--- config.mk ---
export PLATFORM = sky130hd
export DESIGN_NAME = wildcard_byte_pattern_search_unit
export DESIGN_NICKNAME = d
export VERILOG_FILES = /design/src/rtl/wbps_pkg.sv /design/src/rtl/wildcard_byte_pattern_search_unit.sv /design/src/rtl/wbps_cfg_regs.sv /design/src/rtl/wbps_window.sv /design/src/rtl/wbps_match.sv
export SDC_FILE = /design/constraint.sdc
export NUM_CORES = 1
export LEC_CHECK = 0
export CORE_MARGIN = 5
export CORE_UTILIZATION = 48
export DETAILED_ROUTE_END_ITERATION = 10
export DONT_BUFFER_PORTS = 1
export HOLD_SLACK_MARGIN = 0.08
export SLEW_MARGIN = 10
export SYNTH_ARGS = -nofsm -noshare
export SYNTH_HDL_FRONTEND = slang
export SYNTH_SLANG_ARGS = --single-unit
--- constraint.sdc ---
create_clock -name clk_i -period 11.4 [get_ports clk_i]
set_input_delay 1.14 -clock clk_i [delete_from_list [all_inputs] [get_ports clk_i]]
set_output_delay 1.14 -clock clk_i [all_outputs]
set_load 0.03 [all_outputs]
--- src/rtl/wbps_pkg.sv ---
// Shared types and constants of the wildcard byte pattern search unit.
`timescale 1ns / 1ps
`default_nettype none

package wbps_pkg;

  // Largest pattern the unit can hold by default
  localparam int unsigned MaxPatternDef = 16;

  // Configuration port geometry
  localparam int unsigned CfgIdxW  = 2;
  localparam int unsigned CfgDataW = 64;
  localparam int unsigned LenW     = 5;
  localparam int unsigned CountW   = 32;
  localparam int unsigned PatBytes = 16;

  // Register indexes of the configuration port
  typedef enum logic [CfgIdxW-1:0] {
    CFG_PAT_LO  = 2'd0,
    CFG_PAT_HI  = 2'd1,
    CFG_PAT_LEN = 2'd2
  } cfg_reg_e;

  // Pattern setup seen by the compare logic
  typedef struct packed {
    logic [PatBytes-1:0][7:0] pattern;
    logic [LenW-1:0]          len;
  } cfg_t;

  // Per-region scan state
  typedef struct packed {
    logic [CountW-1:0] seen;
    logic              found;
  } region_t;

  // Compare outcome for the byte at hand
  typedef struct packed {
    logic              hit;
    logic [CountW-1:0] offset;
  } match_t;

endpackage

`default_nettype wire

--- src/rtl/wildcard_byte_pattern_search_unit.sv ---
// Wildcard byte pattern search unit: top level with input and result registers.
//
// Usage:
//   Bytes of a region enter on the s_axis channel, one word per byte, with
//   s_axis_tlast on the final byte. The pattern (up to 16 bytes, zero byte is
//   a wildcard) and its length are written through the cfg_* port while the
//   unit is idle. For each region the m_axis channel carries at most one
//   word: tuser = 1 with the match start offset in tdata on the first match
//   lying wholly in the region, or tuser = 0 with tdata = 0 when the region
//   ends unmatched. Bytes after a match give nothing; the final byte still
//   resets the region state.
// Timing:
//   One byte per cycle sustained while result words are taken. An accepted
//   byte is held in the input register and compared there, and its result
//   word is loaded into the result register when the byte advances.
// Reset and stall:
//   Reset clears the region state and loads the pattern to all wildcards
//   with length 1. While a result waits on m_axis_tready the input register
//   still takes one more byte, then s_axis_tready drops until the result
//   is taken.
`timescale 1ns / 1ps
`default_nettype none

module wildcard_byte_pattern_search_unit
  import wbps_pkg::*;
#(
  parameter int unsigned MaxPattern = MaxPatternDef
) (
  input  wire logic                clk_i,
  input  wire logic                rst_ni,
  // Configuration write port
  input  wire logic                cfg_we_i,
  input  wire logic [CfgIdxW-1:0]  cfg_idx_i,
  input  wire logic [CfgDataW-1:0] cfg_wdata_i,
  // Byte stream in
  input  wire logic                s_axis_tvalid,
  output logic                     s_axis_tready,
  input  wire logic [7:0]          s_axis_tdata,  // [7:0] data_byte
  input  wire logic                s_axis_tlast,  // last_byte
  // Result stream out
  output logic                     m_axis_tvalid,
  input  wire logic                m_axis_tready,
  output logic [CountW-1:0]        m_axis_tdata,  // [31:0] match_offset
  output logic                     m_axis_tuser   // [0] match_found
);

  localparam int unsigned WinDepth = (MaxPattern > 1) ? MaxPattern - 1 : 1;

  cfg_t                     cfg;
  region_t                  region;
  match_t                   match;
  logic [WinDepth-1:0][7:0] win;

  logic       in_vld_q;
  logic [7:0] in_byte_q;
  logic       in_last_q;
  logic       out_free;
  logic       adv;
  logic       emit;

  logic              out_vld_q;
  logic              out_found_q;
  logic [CountW-1:0] out_offset_q;

  wbps_cfg_regs u_cfg (
    .clk_i       (clk_i),
    .rst_ni      (rst_ni),
    .cfg_we_i    (cfg_we_i),
    .cfg_idx_i   (cfg_idx_i),
    .cfg_wdata_i (cfg_wdata_i),
    .cfg_o       (cfg)
  );

  wbps_window #(.MaxPattern(MaxPattern)) u_window (
    .clk_i    (clk_i),
    .rst_ni   (rst_ni),
    .adv_i    (adv),
    .byte_i   (in_byte_q),
    .last_i   (in_last_q),
    .hit_i    (match.hit),
    .win_o    (win),
    .region_o (region)
  );

  wbps_match #(.MaxPattern(MaxPattern)) u_match (
    .cfg_i    (cfg),
    .region_i (region),
    .win_i    (win),
    .byte_i   (in_byte_q),
    .match_o  (match)
  );

  // Advance the held byte when the result register can take a word
  assign out_free      = !out_vld_q || m_axis_tready;
  assign adv           = in_vld_q && out_free;
  assign s_axis_tready = !in_vld_q || adv;
  assign emit          = adv && !region.found && (match.hit || in_last_q);

  // Input register
  always_ff @(posedge clk_i or negedge rst_ni) begin
    if (!rst_ni) begin
      in_vld_q <= 1'b0;
    end else if (s_axis_tready) begin
      in_vld_q <= s_axis_tvalid;
    end
  end

  always_ff @(posedge clk_i) begin
    if (s_axis_tready && s_axis_tvalid) begin
      in_byte_q <= s_axis_tdata;
      in_last_q <= s_axis_tlast;
    end
  end

  // Result register: load on emit, drop once taken
  always_ff @(posedge clk_i or negedge rst_ni) begin
    if (!rst_ni) begin
      out_vld_q <= 1'b0;
    end else if (emit) begin
      out_vld_q <= 1'b1;
    end else if (m_axis_tready) begin
      out_vld_q <= 1'b0;
    end
  end

  always_ff @(posedge clk_i) begin
    if (emit) begin
      out_found_q  <= match.hit;
      out_offset_q <= match.hit ? match.offset : '0;
    end
  end

  assign m_axis_tvalid = out_vld_q;
  assign m_axis_tdata  = out_offset_q;
  assign m_axis_tuser  = out_found_q;

endmodule

`default_nettype wire

--- src/rtl/wbps_cfg_regs.sv ---
// Configuration registers: pattern bytes and pattern length.
`timescale 1ns / 1ps
`default_nettype none

module wbps_cfg_regs
  import wbps_pkg::*;
(
  input  wire logic                clk_i,
  input  wire logic                rst_ni,
  input  wire logic                cfg_we_i,
  input  wire logic [CfgIdxW-1:0]  cfg_idx_i,
  input  wire logic [CfgDataW-1:0] cfg_wdata_i,
  output cfg_t                     cfg_o
);

  logic [CfgDataW-1:0] pat_lo_q, pat_hi_q;
  logic [LenW-1:0]     len_q;

  // Decode the write index; unknown indexes are dropped
  always_ff @(posedge clk_i or negedge rst_ni) begin
    if (!rst_ni) begin
      pat_lo_q <= '0;
      pat_hi_q <= '0;
      len_q    <= LenW'(1);
    end else if (cfg_we_i) begin
      unique case (cfg_idx_i)
        CFG_PAT_LO:  pat_lo_q <= cfg_wdata_i;
        CFG_PAT_HI:  pat_hi_q <= cfg_wdata_i;
        CFG_PAT_LEN: len_q    <= cfg_wdata_i[LenW-1:0];
        default: ;
      endcase
    end
  end

  assign cfg_o.pattern = {pat_hi_q, pat_lo_q};
  assign cfg_o.len     = len_q;

endmodule

`default_nettype wire

--- src/rtl/wbps_window.sv ---
// Region state: recent byte window, byte count and found flag.
`timescale 1ns / 1ps
`default_nettype none

module wbps_window
  import wbps_pkg::*;
#(
  parameter int unsigned MaxPattern = MaxPatternDef,
  localparam int unsigned WinDepth  = (MaxPattern > 1) ? MaxPattern - 1 : 1
) (
  input  wire logic                      clk_i,
  input  wire logic                      rst_ni,
  input  wire logic                      adv_i,
  input  wire logic [7:0]                byte_i,
  input  wire logic                      last_i,
  input  wire logic                      hit_i,
  output logic [WinDepth-1:0][7:0]       win_o,
  output region_t                        region_o
);

  logic [WinDepth-1:0][7:0] win_q, win_d;
  region_t                  region_q, region_d;

  // Shift the new byte in, or clear everything at the end of a region
  always_comb begin
    win_d    = win_q;
    region_d = region_q;
    if (adv_i) begin
      if (last_i) begin
        win_d    = '0;
        region_d = '0;
      end else begin
        for (int j = WinDepth - 1; j > 0; j--) begin
          win_d[j] = win_q[j-1];
        end
        win_d[0]       = byte_i;
        region_d.seen  = region_q.seen + CountW'(1);
        region_d.found = region_q.found | hit_i;
      end
    end
  end

  always_ff @(posedge clk_i or negedge rst_ni) begin
    if (!rst_ni) begin
      win_q    <= '0;
      region_q <= '0;
    end else begin
      win_q    <= win_d;
      region_q <= region_d;
    end
  end

  assign win_o    = win_q;
  assign region_o = region_q;

endmodule

`default_nettype wire

--- src/rtl/wbps_match.sv ---
// Parallel wildcard compare of the pattern against window plus current byte.
`timescale 1ns / 1ps
`default_nettype none

module wbps_match
  import wbps_pkg::*;
#(
  parameter int unsigned MaxPattern = MaxPatternDef,
  localparam int unsigned WinDepth  = (MaxPattern > 1) ? MaxPattern - 1 : 1,
  localparam int unsigned IdxW      = (MaxPattern > 1) ? $clog2(MaxPattern) : 1
) (
  input  wire cfg_t                cfg_i,
  input  wire region_t             region_i,
  input  wire logic [WinDepth-1:0][7:0] win_i,
  input  wire logic [7:0]          byte_i,
  output match_t                   match_o
);

  logic [LenW-1:0] len_eff;
  logic [LenW-1:0] len_m1;
  logic [7:0]      seq [MaxPattern];
  logic            all_eq;
  logic            filled;

  // Clamp the length to what the window can hold
  assign len_eff = (cfg_i.len > LenW'(MaxPattern)) ? LenW'(MaxPattern) : cfg_i.len;
  assign len_m1  = len_eff - LenW'(1);

  // Newest byte first, then the window from most recent back
  always_comb begin
    seq[0] = byte_i;
    for (int j = 1; j < MaxPattern; j++) begin
      seq[j] = win_i[j-1];
    end
  end

  // Pattern byte k lines up with the byte len-1-k places back
  always_comb begin
    logic [LenW-1:0] diff;
    logic [7:0]      pb;
    logic [7:0]      sb;
    all_eq = 1'b1;
    for (int k = 0; k < MaxPattern; k++) begin
      diff = len_m1 - LenW'(k);
      pb   = cfg_i.pattern[k];
      sb   = seq[diff[IdxW-1:0]];
      if ((LenW'(k) < len_eff) && (pb != 8'd0) && (pb != sb)) begin
        all_eq = 1'b0;
      end
    end
  end

  // A match needs len bytes of the current region
  assign filled = region_i.seen >= CountW'(len_m1);

  always_comb begin
    if (len_eff == '0) begin
      match_o.hit    = 1'b1;
      match_o.offset = '0;
    end else begin
      match_o.hit    = filled & all_eq;
      match_o.offset = region_i.seen - CountW'(len_m1);
    end
  end

endmodule

`default_nettype wire

==> results of run 1 <==
## per-layer routing
metal | vias to the layer above | routed length (um)
met4 | 0 | 3327
met5 | - | 0
met3 | 167 | 7808
met1 | 9331 | 31390
li1 | 8078 | -
met2 | 988 | 34370
## final timing paths
check / end / from
worst max-delay path: m_axis_tdata[29] / u_cfg.len_q[0]
worst min-delay path: u_window.win_o[14] / rst_ni
worst max register to register: m_axis_tdata[29] / u_cfg.len_q[0]
worst min register to register: u_window.win_o[112] / u_window.win_o[112]
max in group asynchronous: u_window.win_o[96] / rst_ni
min in group clk_i: u_window.win_o[112] / u_window.win_o[112]
## power by group
group	switching, mW	total (mW)	internal (mW)
Combinational	1.13	1.97	0.838
Sequential	0.253	1.59	1.33
Clock	0.542	1.30	0.761
Total	1.92	4.85	2.93
## stage by stage
| stage | worst slack [ps] | hold WS [ps] |
|---|---|---|
| floorplan | 2713 | 487.9 |
| global placement | 2843 | 513.4 |
| detailed placement | 2711 | 523.5 |
| CTS | 2729 | 248.5 |
| global route | 2214 | 270.6 |
| finish | 2746 | 306.3 |
## registers in the layout, indices dropped and copies added (netlist names)
name / cells
in_byte_q: 8
in_last_q: 1
in_vld_q: 1
m_axis_tdata: 32
m_axis_tuser: 1
m_axis_tvalid: 1
u_cfg.len_q: 5
u_cfg.pat_hi_q: 64
u_cfg.pat_lo_q: 64
u_window.region_o: 33
u_window.win_o: 120
## layout make-up
cell class | instances | area share [%]
Antenna cell | 1 | 0.009839
Multi-Input combinational cell | 1713 | 57.23
Timing Repair Buffer | 20 | 0.5903
Tap cell | 664 | 3.266
Inverter | 22 | 0.3345
Clock inverter | 17 | 0.7035
Sequential cell | 330 | 33.31
Clock buffer | 57 | 4.550
## cells by family (layout without fill, tap and decap cells)
family	count (synthesis)	in the layout	synth area share (%)
xor gates and xnor gates	210	210	7.958
muxes	470	470	27.24
adders and majority gates	19	19	1.010
buffers and inverters	197	116	3.363
AOI/OAI and AO/OA	283	283	8.610
other	0	1	0
DFF	330	330	35.62
and+or+nand+nor	731	731	16.19
## cells in the final DEF, fill, tap and decap left out, types with 15 or more instances in the layout
cell	Yosys	layout
sky130_fd_sc_hd__nand2_1	324	323
sky130_fd_sc_hd__dfrtp_1	287	287
sky130_fd_sc_hd__mux2i_1	197	197
sky130_fd_sc_hd__mux2_2	146	146
sky130_fd_sc_hd__xnor2_1	128	128
sky130_fd_sc_hd__mux4_2	127	127
sky130_fd_sc_hd__nand3b_1	125	125
sky130_fd_sc_hd__xor2_1	78	78
sky130_fd_sc_hd__nor2_1	73	72
sky130_fd_sc_hd__nor4_1	45	45
sky130_fd_sc_hd__o21ai_0	42	42
sky130_fd_sc_hd__clkbuf_16	0	42
sky130_fd_sc_hd__edfxtp_1	42	42
sky130_fd_sc_hd__a21oi_1	37	37
sky130_fd_sc_hd__o22a_1	32	32
sky130_fd_sc_hd__a22oi_1	31	31
sky130_fd_sc_hd__a2bb2oi_1	29	29
sky130_fd_sc_hd__nor3_2	29	29
sky130_fd_sc_hd__nand4_1	26	26
sky130_fd_sc_hd__o211ai_1	26	26
sky130_fd_sc_hd__nor3_1	21	21
sky130_fd_sc_hd__buf_4	0	20
sky130_fd_sc_hd__nand3_1	18	18
sky130_fd_sc_hd__inv_1	16	15
sky130_fd_sc_hd__ha_1	16	15
==> impl_metrics.prom, run 1 <==
# TYPE chip_impl_metric gauge
chip_impl_info{name="critical-path-top-cell-by-count",value="sky130_fd_sc_hd__ha_1"} 1
chip_impl_metric{name="routed_wirelength",unit="um"} 76900
chip_impl_metric{name="ys_warn_count",unit=""} 0
chip_impl_metric{name="timing.critical_path.arrival",unit="ps"} 8850
chip_impl_metric{name="fin_total_pwr",unit="mW"} 4.855
chip_impl_metric{name="area_growth",unit="%"} 6.984
chip_impl_metric{name="final-seq-area",unit="mm2"} 0.008473
chip_impl_metric{name="layout-drive-gt1-share",unit="%"} 19.08
chip_impl_metric{name="cts.repair.resized",unit=""} 0
chip_impl_metric{name="global_route.usage.total",unit="%"} 28.02
chip_impl_metric{name="post_synth_num_cell_types",unit=""} 77
chip_impl_metric{name="synth_edf_count",unit=""} 42
chip_impl_metric{name="drt_first_pass_iters",unit=""} 6
chip_impl_metric{name="netlist.area_leader.share",unit="%"} 30.21
chip_impl_metric{name="fillerInstances",unit=""} 4391
chip_impl_metric{name="design.core.area",unit="mm2"} 0.04895
chip_impl_metric{name="worst-endpoint-required",unit="ps"} 11600
chip_impl_metric{name="critical_path.n_buffers_inverters",unit=""} 2
chip_impl_metric{name="finalNonFillerCells",unit=""} 2824
chip_impl_info{name="worst_path_dominant_cell_family",value="simple AND/OR/NAND/NOR gates"} 1
chip_impl_metric{name="sum_of_net_half_perimeters_after_detailed_placement",unit="um"} 55270
chip_impl_info{name="cts_tree",value="built"} 1
chip_impl_metric{name="rrSetupSlack",unit="ps"} 2750
chip_impl_metric{name="layout.nets",unit=""} 2225
chip_impl_info{name="worst_hold_path_type",value="input port to async pin"} 1
chip_impl_metric{name="timing.slew.headroom",unit="%"} 2.589
chip_impl_metric{name="vias_per_cell",unit=""} 6.574
chip_impl_metric{name="dieHeight",unit="um"} 232.6
chip_impl_metric{name="clkTransAtPathRegs",unit="ps"} 60
chip_impl_metric{name="worst_slew_pin_slew",unit="ps"} 1461
chip_impl_metric{name="global_route_wire_length_before_repair",unit="um"} 116400
chip_impl_metric{name="critical_path.max_fanout",unit=""} 52
chip_impl_metric{name="post-cts-setup-buffers",unit=""} 0
chip_impl_info{name="grt.busiest_layer",value="met2"} 1
chip_impl_info{name="ys.flop_type",value="sky130_fd_sc_hd__dfrtp_1"} 1
chip_impl_info{name="critPathLaunchType",value="register"} 1
chip_impl_metric{name="timing.clock.skew",unit="ps"} 29.16
chip_impl_metric{name="achievable-frequency",unit="MHz"} 115.6
chip_impl_metric{name="vdd_drop_max",unit="uV"} 123.0
chip_impl_info{name="crit_path_cell_trace",value="and2b_4, inv_2, ha_1, xnor2_4, inv_4, ha_1, a31oi_2, xor2_4, mux4_2, xor2_1, nor4_1, a21oi_1, or3_1, or4_2, a21boi_4"} 1
chip_impl_metric{name="postCtsHoldBufs",unit=""} 0
chip_impl_metric{name="min_period_over_period",unit="%"} 75.91
chip_impl_metric{name="global_route.usage.met3",unit="%"} 6.675
chip_impl_metric{name="worst-path-stages",unit=""} 15
chip_impl_metric{name="io_pins",unit=""} 115
chip_impl_metric{name="pin_count_of_the_biggest_net_entering_global_routing",unit=""} 289
chip_impl_metric{name="antenna_violating_nets_post_route",unit=""} 0
chip_impl_metric{name="synthesis.area_per_instance",unit="um2"} 10.61
chip_impl_info{name="synth.top_cells.by_count",value="sky130_fd_sc_hd__nand2_1 (324), sky130_fd_sc_hd__dfrtp_1 (287), sky130_fd_sc_hd__mux2i_1 (197)"} 1
chip_impl_metric{name="asyncSetResetFlopFracSynth",unit="%"} 87.27
chip_impl_metric{name="hold_viol",unit=""} 0
chip_impl_metric{name="placed_cells",unit=""} 2749
chip_impl_metric{name="grt_use_met2",unit="%"} 42.69
chip_impl_metric{name="power-per-cell-area",unit="mW/mm2"} 190.9
chip_impl_metric{name="clk-insertion-delay-late",unit="ps"} 590
chip_impl_metric{name="dieArea",unit="mm2"} 0.05408
chip_impl_metric{name="final_max_slew_viol_count",unit=""} 0
chip_impl_metric{name="post_route_setup_tns",unit="ps"} 0
chip_impl_info{name="crit_type",value="register to register"} 1
chip_impl_metric{name="num_vias",unit=""} 18560
chip_impl_metric{name="setup_viol",unit=""} 0
chip_impl_info{name="setup.worst_path.end_class",value="register"} 1
chip_impl_metric{name="grt_antenna_before_repair",unit=""} 2
chip_impl_metric{name="gp_congestion",unit=""} 0.9716
chip_impl_metric{name="initial_utilization",unit="%"} 48.57
chip_impl_metric{name="placed_cell_area",unit="mm2"} 0.02410
chip_impl_metric{name="detailedRoute.firstIterationViolations",unit=""} 2102
chip_impl_metric{name="min_period",unit="ps"} 8654
chip_impl_metric{name="die_width",unit="um"} 232.6
chip_impl_metric{name="r2r_cells",unit=""} 15
chip_impl_info{name="critical-path-slowest-cell",value="sky130_fd_sc_hd__or4_2"} 1
chip_impl_metric{name="postSynthRegisterBits",unit=""} 330
chip_impl_metric{name="place.port_buffers",unit=""} 0
chip_impl_info{name="rsz0062_at_grt",value="false"} 1
chip_impl_info{name="outcome",value="completed"} 1
chip_impl_info{name="synth.area.top_cells",value="sky130_fd_sc_hd__dfrtp_1 (30%), sky130_fd_sc_hd__mux4_2 (12%), sky130_fd_sc_hd__mux2i_1 (8.3%)"} 1
chip_impl_info{name="clock_tree.root_cell",value="sky130_fd_sc_hd__clkbuf_16"} 1
chip_impl_metric{name="syn_area",unit="mm2"} 0.02377
chip_impl_metric{name="wl_per_cell",unit="um"} 27.23
chip_impl_metric{name="clockBufferDepth",unit=""} 3
chip_impl_metric{name="leakagePower",unit="nW"} 10.53
chip_impl_metric{name="first_global_vias",unit=""} 17800
chip_impl_metric{name="grt.overflow.total",unit=""} 0
chip_impl_info{name="synthMostInstantiatedCell",value="sky130_fd_sc_hd__nand2_1"} 1
chip_impl_metric{name="met1_usage",unit="%"} 38.98
chip_impl_metric{name="syn-num-nets",unit=""} 2337
chip_impl_metric{name="layout.core_utilization",unit="%"} 51.96
chip_impl_info{name="synth_top_cell_by_area",value="sky130_fd_sc_hd__dfrtp_1"} 1
chip_impl_metric{name="cts_inserted_buffers",unit=""} 41
chip_impl_metric{name="cap_viol_max_count",unit=""} 0
chip_impl_metric{name="postLayoutCellArea",unit="mm2"} 0.02543
chip_impl_metric{name="multiInputGateArea",unit="mm2"} 0.01456
chip_impl_metric{name="drc",unit=""} 0
chip_impl_metric{name="cts.htree.levels",unit=""} 2
chip_impl_metric{name="postSynthCellCount",unit=""} 2240
chip_impl_metric{name="floorplan.rows",unit=""} 81
chip_impl_metric{name="numClockSinks",unit=""} 330
chip_impl_metric{name="crit_path_max_incr_delay",unit="ps"} 1100
chip_impl_metric{name="synth.yosys.seq_area_share",unit="%"} 35.62
Note: power is estimated with default switching activity, not from simulation.
==> run 2: changes to the inputs <==
==> constraint.sdc (replaced) <==
create_clock -name clk_i -period 8.85 [get_ports clk_i]
set_input_delay 0.885 -clock clk_i [delete_from_list [all_inputs] [get_ports clk_i]]
set_output_delay 0.885 -clock clk_i [all_outputs]
set_load 0.03 [all_outputs]
==> impl_metrics.prom, run 2 (synthesis gave the netlist of run 1 again) <==
# TYPE chip_impl_metric gauge
chip_impl_metric{name="dieHeight",unit="um"} 232.6
chip_impl_info{name="rsz0062_at_grt",value="false"} 1
chip_impl_info{name="critPathLaunchType",value="register"} 1
chip_impl_metric{name="sum_of_net_half_perimeters_after_detailed_placement",unit="um"} 55450
chip_impl_metric{name="global_route.usage.total",unit="%"} 28.04
chip_impl_metric{name="cts_inserted_buffers",unit=""} 40
chip_impl_metric{name="gp_congestion",unit=""} 0.9960
chip_impl_metric{name="final_max_slew_viol_count",unit=""} 0
chip_impl_info{name="crit_end",value="m_axis_tdata[27]"} 1
chip_impl_metric{name="pre_cts_slack",unit="ps"} 1126
chip_impl_metric{name="clockBufferDepth",unit=""} 3
chip_impl_metric{name="numClockSinks",unit=""} 330
chip_impl_info{name="critical-path-top-cell-by-count",value="sky130_fd_sc_hd__ha_1"} 1
chip_impl_metric{name="first_global_vias",unit=""} 17630
chip_impl_metric{name="clkTransAtPathRegs",unit="ps"} 60
chip_impl_metric{name="largest_reg_flops",unit=""} 120
chip_impl_metric{name="cts.htree.levels",unit=""} 2
chip_impl_metric{name="worst_slew_pin_slew",unit="ps"} 1185
chip_impl_metric{name="floorplan.rows",unit=""} 81
chip_impl_metric{name="achievable-frequency",unit="MHz"} 131.0
chip_impl_metric{name="dieArea",unit="mm2"} 0.05408
chip_impl_metric{name="min_period",unit="ps"} 7636
chip_impl_metric{name="layout.core_utilization",unit="%"} 52.28
chip_impl_metric{name="wl_per_cell",unit="um"} 27.20
chip_impl_metric{name="worst_slack",unit="ps"} 1214
chip_impl_metric{name="min_period_over_period",unit="%"} 86.28
chip_impl_metric{name="grt_antenna_before_repair",unit=""} 0
chip_impl_metric{name="worst-endpoint-required",unit="ps"} 9050
chip_impl_metric{name="placed_cells",unit=""} 2758
chip_impl_metric{name="design.core.area",unit="mm2"} 0.04895
chip_impl_info{name="timing.rr.start",value="u_cfg.len_q[0]"} 1
chip_impl_metric{name="cap_viol_max_count",unit=""} 0
chip_impl_info{name="crit_type",value="register to register"} 1
chip_impl_metric{name="grt.overflow.total",unit=""} 0
chip_impl_metric{name="r2r_cells",unit=""} 16
chip_impl_metric{name="timing.clock.skew",unit="ps"} 23.67
chip_impl_info{name="crit_path_cell_trace",value="and2b_4, inv_2, ha_1, xnor2_4, inv_4, ha_1, a31oi_2, xor2_4, mux4_2, xor2_1, nor4_1, a21oi_1, or3_1, or4_2, buf_4, a21boi_4"} 1
chip_impl_metric{name="clk-insertion-delay-late",unit="ps"} 590
chip_impl_metric{name="vdd_drop_max",unit="uV"} 152.7
chip_impl_info{name="leading_cell_type_in_the_layout_fill_and_taps_excluded",value="sky130_fd_sc_hd__nand2_1"} 1
chip_impl_metric{name="layout-drive-gt1-share",unit="%"} 19.64
chip_impl_metric{name="rrSetupSlack",unit="ps"} 1210
chip_impl_metric{name="critical_path.n_buffers_inverters",unit=""} 3
chip_impl_metric{name="finalNonFillerCells",unit=""} 2834
chip_impl_metric{name="timing.slew.headroom",unit="%"} 20.79
chip_impl_metric{name="crit_path_max_incr_delay",unit="ps"} 1150
chip_impl_metric{name="placed_cell_area",unit="mm2"} 0.02416
chip_impl_info{name="worst_path_dominant_cell_family",value="simple AND/OR/NAND/NOR gates"} 1
chip_impl_info{name="critical-path-slowest-cell",value="sky130_fd_sc_hd__dfstp_4"} 1
chip_impl_info{name="worst_hold_path_type",value="input port to async pin"} 1
chip_impl_metric{name="layout.nets",unit=""} 2235
chip_impl_metric{name="critical_path.max_fanout",unit=""} 68
chip_impl_metric{name="setup_viol",unit=""} 0
chip_impl_metric{name="place.port_buffers",unit=""} 0
chip_impl_metric{name="antenna_violating_nets_post_route",unit=""} 0
chip_impl_metric{name="drc",unit=""} 0
chip_impl_metric{name="vias_per_cell",unit=""} 6.496
chip_impl_info{name="critical_path_start",value="u_cfg.len_q[0]"} 1
chip_impl_info{name="cts_tree",value="built"} 1
chip_impl_metric{name="initial_utilization",unit="%"} 48.57
chip_impl_metric{name="global_route_wire_length_before_repair",unit="um"} 116400
chip_impl_metric{name="power-per-cell-area",unit="mW/mm2"} 247.6
chip_impl_info{name="clock_tree.root_cell",value="sky130_fd_sc_hd__clkbuf_16"} 1
chip_impl_info{name="layout.cells.most_common_list",value="sky130_fd_sc_hd__nand2_1 (323), sky130_fd_sc_hd__dfrtp_1 (287), sky130_fd_sc_hd__mux2i_1 (197)"} 1
chip_impl_metric{name="area_growth",unit="%"} 7.652
chip_impl_metric{name="drt_first_pass_iters",unit=""} 6
chip_impl_metric{name="num_vias",unit=""} 18410
chip_impl_info{name="setup.worst_path.end_class",value="register"} 1
chip_impl_info{name="worstReg2RegEnd",value="m_axis_tdata[27]"} 1
chip_impl_info{name="outcome",value="completed"} 1
chip_impl_metric{name="detailedRoute.firstIterationViolations",unit=""} 2001
chip_impl_metric{name="post_route_setup_tns",unit="ps"} 0
chip_impl_metric{name="timing.critical_path.arrival",unit="ps"} 7840
chip_impl_metric{name="hold_viol",unit=""} 0
chip_impl_metric{name="pin_count_of_the_biggest_net_entering_global_routing",unit=""} 288
chip_impl_metric{name="leakagePower",unit="nW"} 10.64
chip_impl_metric{name="routed_wirelength",unit="um"} 77090
chip_impl_metric{name="io_pins",unit=""} 115
chip_impl_metric{name="postLayoutCellArea",unit="mm2"} 0.02559
chip_impl_metric{name="worst-path-stages",unit=""} 16
chip_impl_metric{name="die_width",unit="um"} 232.6
[run 2: worst min path at each step]
stage	start	cells after the start	to	slack [ps]
after floorplan	u_window.win_o[112]	2	u_window.win_o[112]	490
after global placement	u_window.win_o[118]	2	u_window.win_o[118]	520
after detailed placement	u_cfg.pat_hi_q[33]	1	u_cfg.pat_hi_q[33]	540
after CTS	rst_ni	0	u_cfg.len_q[0]	120
after global routing	rst_ni	0	u_cfg.len_q[0]	130
final	rst_ni	0	u_cfg.len_q[0]	150
[run 2: cell type report]
cell class,count,area [um2]
clock inverter,18,255.2
inverter,22,85.08
clock buffer,55,1117
multi-input combinational,1713,14560
fill,4308,23360
timing repair buffer,31,272.8
antenna,1,2.502
tap,664,830.8
sequential,330,8473
[run 2: repair_timing]
item	in CTS	in global routing
hold buffers	1	0
hold endpoints to repair	287	0
setup buffers	0	0
setup endpoints to repair	0	0
gates resized for setup	0	0
[run 2: power breakdown]
group | switching [mW] | internal [mW] | total, mW
sequential | 0.313 | 1.72 | 2.03
combinational | 1.49 | 1.10 | 2.59
clock | 0.702 | 1.02 | 1.72
total | 2.51 | 3.83 | 6.34
[run 2: metal layers]
metal | wire [um] | global-route usage (%) | up-vias
met3 | 6802 | 6.406 | 149
met5 | 0 | 0 | -
met2 | 34050 | 42.85 | 819
li1 | - | - | 8113
met4 | 3278 | 10.34 | 0
met1 | 32960 | 39.32 | 9330
[run 2: through the flow]
stage,power [mW],hold slack [ps]
2_1_floorplan,3.914,487.9
3_3_place_gp,4.544,522.8
6_report,6.336,146.9
3_5_place_dp,4.581,542.1
5_1_grt,6.616,128.1
4_1_cts,6.349,118.0
[run 2: worst register-to-register path, delay by kind of cell, from the launching register on]
kind / cells / cell delay [ps]
xor+xnor: 3 / 970
simple gates: 4 / 2000
flops: 1 / 1150
fa+ha+maj: 2 / 600
compound gates: 3 / 1300
buf+inv: 3 / 590
mux: 1 / 600
==> run 3: changes to the inputs <==
==> constraint.sdc (replaced) <==
create_clock -name clk_i -period 9.9 [get_ports clk_i]
set_input_delay 0.99 -clock clk_i [delete_from_list [all_inputs] [get_ports clk_i]]
set_output_delay 0.99 -clock clk_i [all_outputs]
set_load 0.03 [all_outputs]
==> impl_metrics.prom, run 3 (synthesis gave the netlist of run 1 again) <==
# TYPE chip_impl_metric gauge
chip_impl_metric{name="final_max_slew_viol_count",unit=""} 0
chip_impl_metric{name="postCtsHoldBufs",unit=""} 0
chip_impl_metric{name="largest_reg_flops",unit=""} 120
chip_impl_metric{name="grt.overflow.total",unit=""} 0
chip_impl_metric{name="dieHeight",unit="um"} 232.6
chip_impl_metric{name="worst-endpoint-required",unit="ps"} 10080
chip_impl_metric{name="sequential_share_of_power",unit="%"} 32.9
chip_impl_metric{name="n_antenna_cell",unit=""} 0
chip_impl_metric{name="global_route.usage.met3",unit="%"} 8.456
chip_impl_metric{name="layout-drive-gt1-share",unit="%"} 19.21
chip_impl_metric{name="die_width",unit="um"} 232.6
chip_impl_info{name="critical-path-slowest-cell",value="sky130_fd_sc_hd__or4_2"} 1
chip_impl_info{name="crit_type",value="register to register"} 1
chip_impl_info{name="clock_tree.root_cell",value="sky130_fd_sc_hd__clkbuf_16"} 1
chip_impl_metric{name="critical_path.max_fanout",unit=""} 35
chip_impl_metric{name="vias_per_cell",unit=""} 6.526
chip_impl_metric{name="achievable-frequency",unit="MHz"} 123.8
chip_impl_metric{name="io_pins",unit=""} 115
chip_impl_metric{name="drt_first_pass_iters",unit=""} 8
chip_impl_info{name="crit_path_cell_trace",value="buf_4, nand2b_1, inv_2, xnor2_4, inv_4, ha_1, a31oi_2, xor2_4, mux4_2, xor2_1, nor4_1, a21oi_1, or3_1, or4_2, a21boi_4"} 1
chip_impl_metric{name="placed_cell_area",unit="mm2"} 0.02413
chip_impl_info{name="grt.busiest_layer",value="met2"} 1
chip_impl_metric{name="post-cts-setup-buffers",unit=""} 0
chip_impl_metric{name="setup_viol",unit=""} 0
chip_impl_metric{name="post_route_setup_tns",unit="ps"} 0
chip_impl_metric{name="routed_wirelength",unit="um"} 76750
chip_impl_metric{name="pin_count_of_the_biggest_net_entering_global_routing",unit=""} 289
chip_impl_metric{name="worst_slew_pin_slew",unit="ps"} 1218
chip_impl_metric{name="timing.slew.headroom",unit="%"} 18.12
chip_impl_metric{name="power-per-cell-area",unit="mW/mm2"} 217.0
chip_impl_metric{name="num_vias",unit=""} 18430
chip_impl_metric{name="crit_path_max_incr_delay",unit="ps"} 1090
chip_impl_metric{name="hold_slack",unit="ps"} 164.7
chip_impl_info{name="setup.worst_path.end_class",value="register"} 1
chip_impl_metric{name="floorplan.rows",unit=""} 81
chip_impl_metric{name="timing.critical_path.arrival",unit="ps"} 8260
chip_impl_metric{name="hold_viol",unit=""} 0
chip_impl_info{name="critPathLaunchType",value="register"} 1
chip_impl_metric{name="cap_viol_max_count",unit=""} 0
chip_impl_metric{name="cts.repair.resized",unit=""} 0
chip_impl_info{name="worst_hold_path_type",value="input port to async pin"} 1
chip_impl_metric{name="initial_utilization",unit="%"} 48.57
chip_impl_metric{name="clk-insertion-delay-late",unit="ps"} 570
chip_impl_info{name="layout.cells.most_common_list",value="sky130_fd_sc_hd__nand2_1 (323), sky130_fd_sc_hd__dfrtp_1 (287), sky130_fd_sc_hd__mux2i_1 (197)"} 1
chip_impl_metric{name="fillerInstances",unit=""} 4397
chip_impl_metric{name="p_sw",unit="mW"} 2.210
chip_impl_metric{name="cts_inserted_buffers",unit=""} 38
chip_impl_metric{name="area_growth",unit="%"} 6.610
chip_impl_metric{name="wl_per_cell",unit="um"} 27.18
chip_impl_metric{name="min_period_over_period",unit="%"} 81.59
chip_impl_metric{name="cts.htree.levels",unit=""} 2
chip_impl_metric{name="grt_use_met2",unit="%"} 42.34
chip_impl_metric{name="multiInputGateArea",unit="mm2"} 0.01456
chip_impl_metric{name="pre_cts_slack",unit="ps"} 1884
chip_impl_metric{name="first_global_vias",unit=""} 17930
chip_impl_metric{name="final-seq-area",unit="mm2"} 0.008473
chip_impl_metric{name="clock_power_share",unit="%"} 25.3
chip_impl_metric{name="antenna_violating_nets_post_route",unit=""} 0
chip_impl_info{name="leading_cell_type_in_the_layout_fill_and_taps_excluded",value="sky130_fd_sc_hd__nand2_1"} 1
chip_impl_metric{name="internal_power",unit="mW"} 3.290
chip_impl_metric{name="layout.core_utilization",unit="%"} 51.78
chip_impl_metric{name="min_period",unit="ps"} 8078
chip_impl_metric{name="clkTransAtPathRegs",unit="ps"} 60
chip_impl_metric{name="worst_slack",unit="ps"} 1822
chip_impl_metric{name="clockBufferDepth",unit=""} 3
chip_impl_info{name="rsz0062_at_grt",value="false"} 1
chip_impl_info{name="outcome",value="completed"} 1
chip_impl_metric{name="postLayoutCellArea",unit="mm2"} 0.02535
chip_impl_metric{name="timing.clock.skew",unit="ps"} 11.71
chip_impl_metric{name="r2r_cells",unit=""} 15
chip_impl_metric{name="leakagePower",unit="nW"} 10.49
chip_impl_metric{name="p_comb_share",unit="%"} 41.8
chip_impl_metric{name="grt_antenna_before_repair",unit=""} 1
chip_impl_metric{name="design.core.area",unit="mm2"} 0.04895
chip_impl_metric{name="place.port_buffers",unit=""} 0
chip_impl_info{name="cts_tree",value="built"} 1
chip_impl_metric{name="dieArea",unit="mm2"} 0.05408
chip_impl_metric{name="layout.nets",unit=""} 2227
chip_impl_metric{name="global_route_wire_length_before_repair",unit="um"} 116800
chip_impl_metric{name="sum_of_net_half_perimeters_after_detailed_placement",unit="um"} 55160
chip_impl_metric{name="detailedRoute.firstIterationViolations",unit=""} 2158
chip_impl_metric{name="global_route.usage.total",unit="%"} 28.12
chip_impl_metric{name="drc",unit=""} 0
chip_impl_metric{name="numClockSinks",unit=""} 330
chip_impl_metric{name="met1_usage",unit="%"} 38.57
chip_impl_metric{name="gp_congestion",unit=""} 0.9885
chip_impl_metric{name="vdd_drop_max",unit="uV"} 107.6
chip_impl_metric{name="netSwitchingFraction",unit="%"} 40.18
-- run 3: changes by cell type in the layout (fill, tap and decap cells not counted), sizes merged --
cell	delta
clkinvlp	+7
buf	-6
clkinv	-4
bufinv	-3
clkbuf	-2
diode	-1
inv	-1
-- run 3: path summary, 6_finish.rpt --
| path | from | endpoint | slack [ps] |
|---|---|---|---|
| worst max-delay path | u_cfg.len_q[4] | m_axis_tdata[26] | 1820 |
| worst min-delay path | rst_ni | u_window.win_o[72] | 160 |
| worst max register to register | u_cfg.len_q[4] | m_axis_tdata[26] | 1820 |
| worst min register to register | u_window.win_o[118] | u_window.win_o[118] | 550 |
| max in group asynchronous | rst_ni | u_cfg.pat_hi_q[23] | 9260 |
| min in group clk_i | s_axis_tdata[1] | in_byte_q[1] | 520 |
-- run 3: layout make-up --
class                      count  area share, %
tap                          664          3.278
inverter                      22         0.3357
timing repair buffer          25         0.7405
sequential                   330          33.43
clock buffer                  53          4.176
clock inverter                17         0.6072
multi-input combinational   1713          57.43
-- run 3: through the flow --
| stage | power, mW | std cells |
|---|---|---|
| floorplan | 3.499 | 2240 |
| global placement | 4.061 | 2754 |
| detailed placement | 4.097 | 2754 |
| CTS | 5.503 | 2824 |
| global route | 5.756 | 2824 |
| finish | 5.500 | 2824 |
-- run 3: layer usage --
metal  routed length [um]  vias up
li1                     -     8085
met1                31440     9411
met2                34430      792
met3                 7640      142
met4                 3241        0
met5                    0        -
-- run 3: power by group through the flow --
stage | Sequential [mW] | Clock [mW] | Combinational [mW]
3_3_place_gp | 1.82 | 0 | 2.24
2_1_floorplan | 1.71 | 0 | 1.79
4_1_cts | 1.80 | 1.42 | 2.28
5_1_grt | 1.82 | 1.48 | 2.45
6_report | 1.81 | 1.39 | 2.30
3_5_place_dp | 1.83 | 0 | 2.27
-- run 3: critical path: cells and delay by family, from the launching register on --
family | cells | cell delay (ps)
and+or+nand+nor | 4 | 2420
adders and majority gates | 1 | 370
xor gates and xnor gates | 3 | 1450
DFF | 1 | 360
muxes | 1 | 590
AOI/OAI and AO/OA | 3 | 1390
buffers and inverters | 3 | 1010
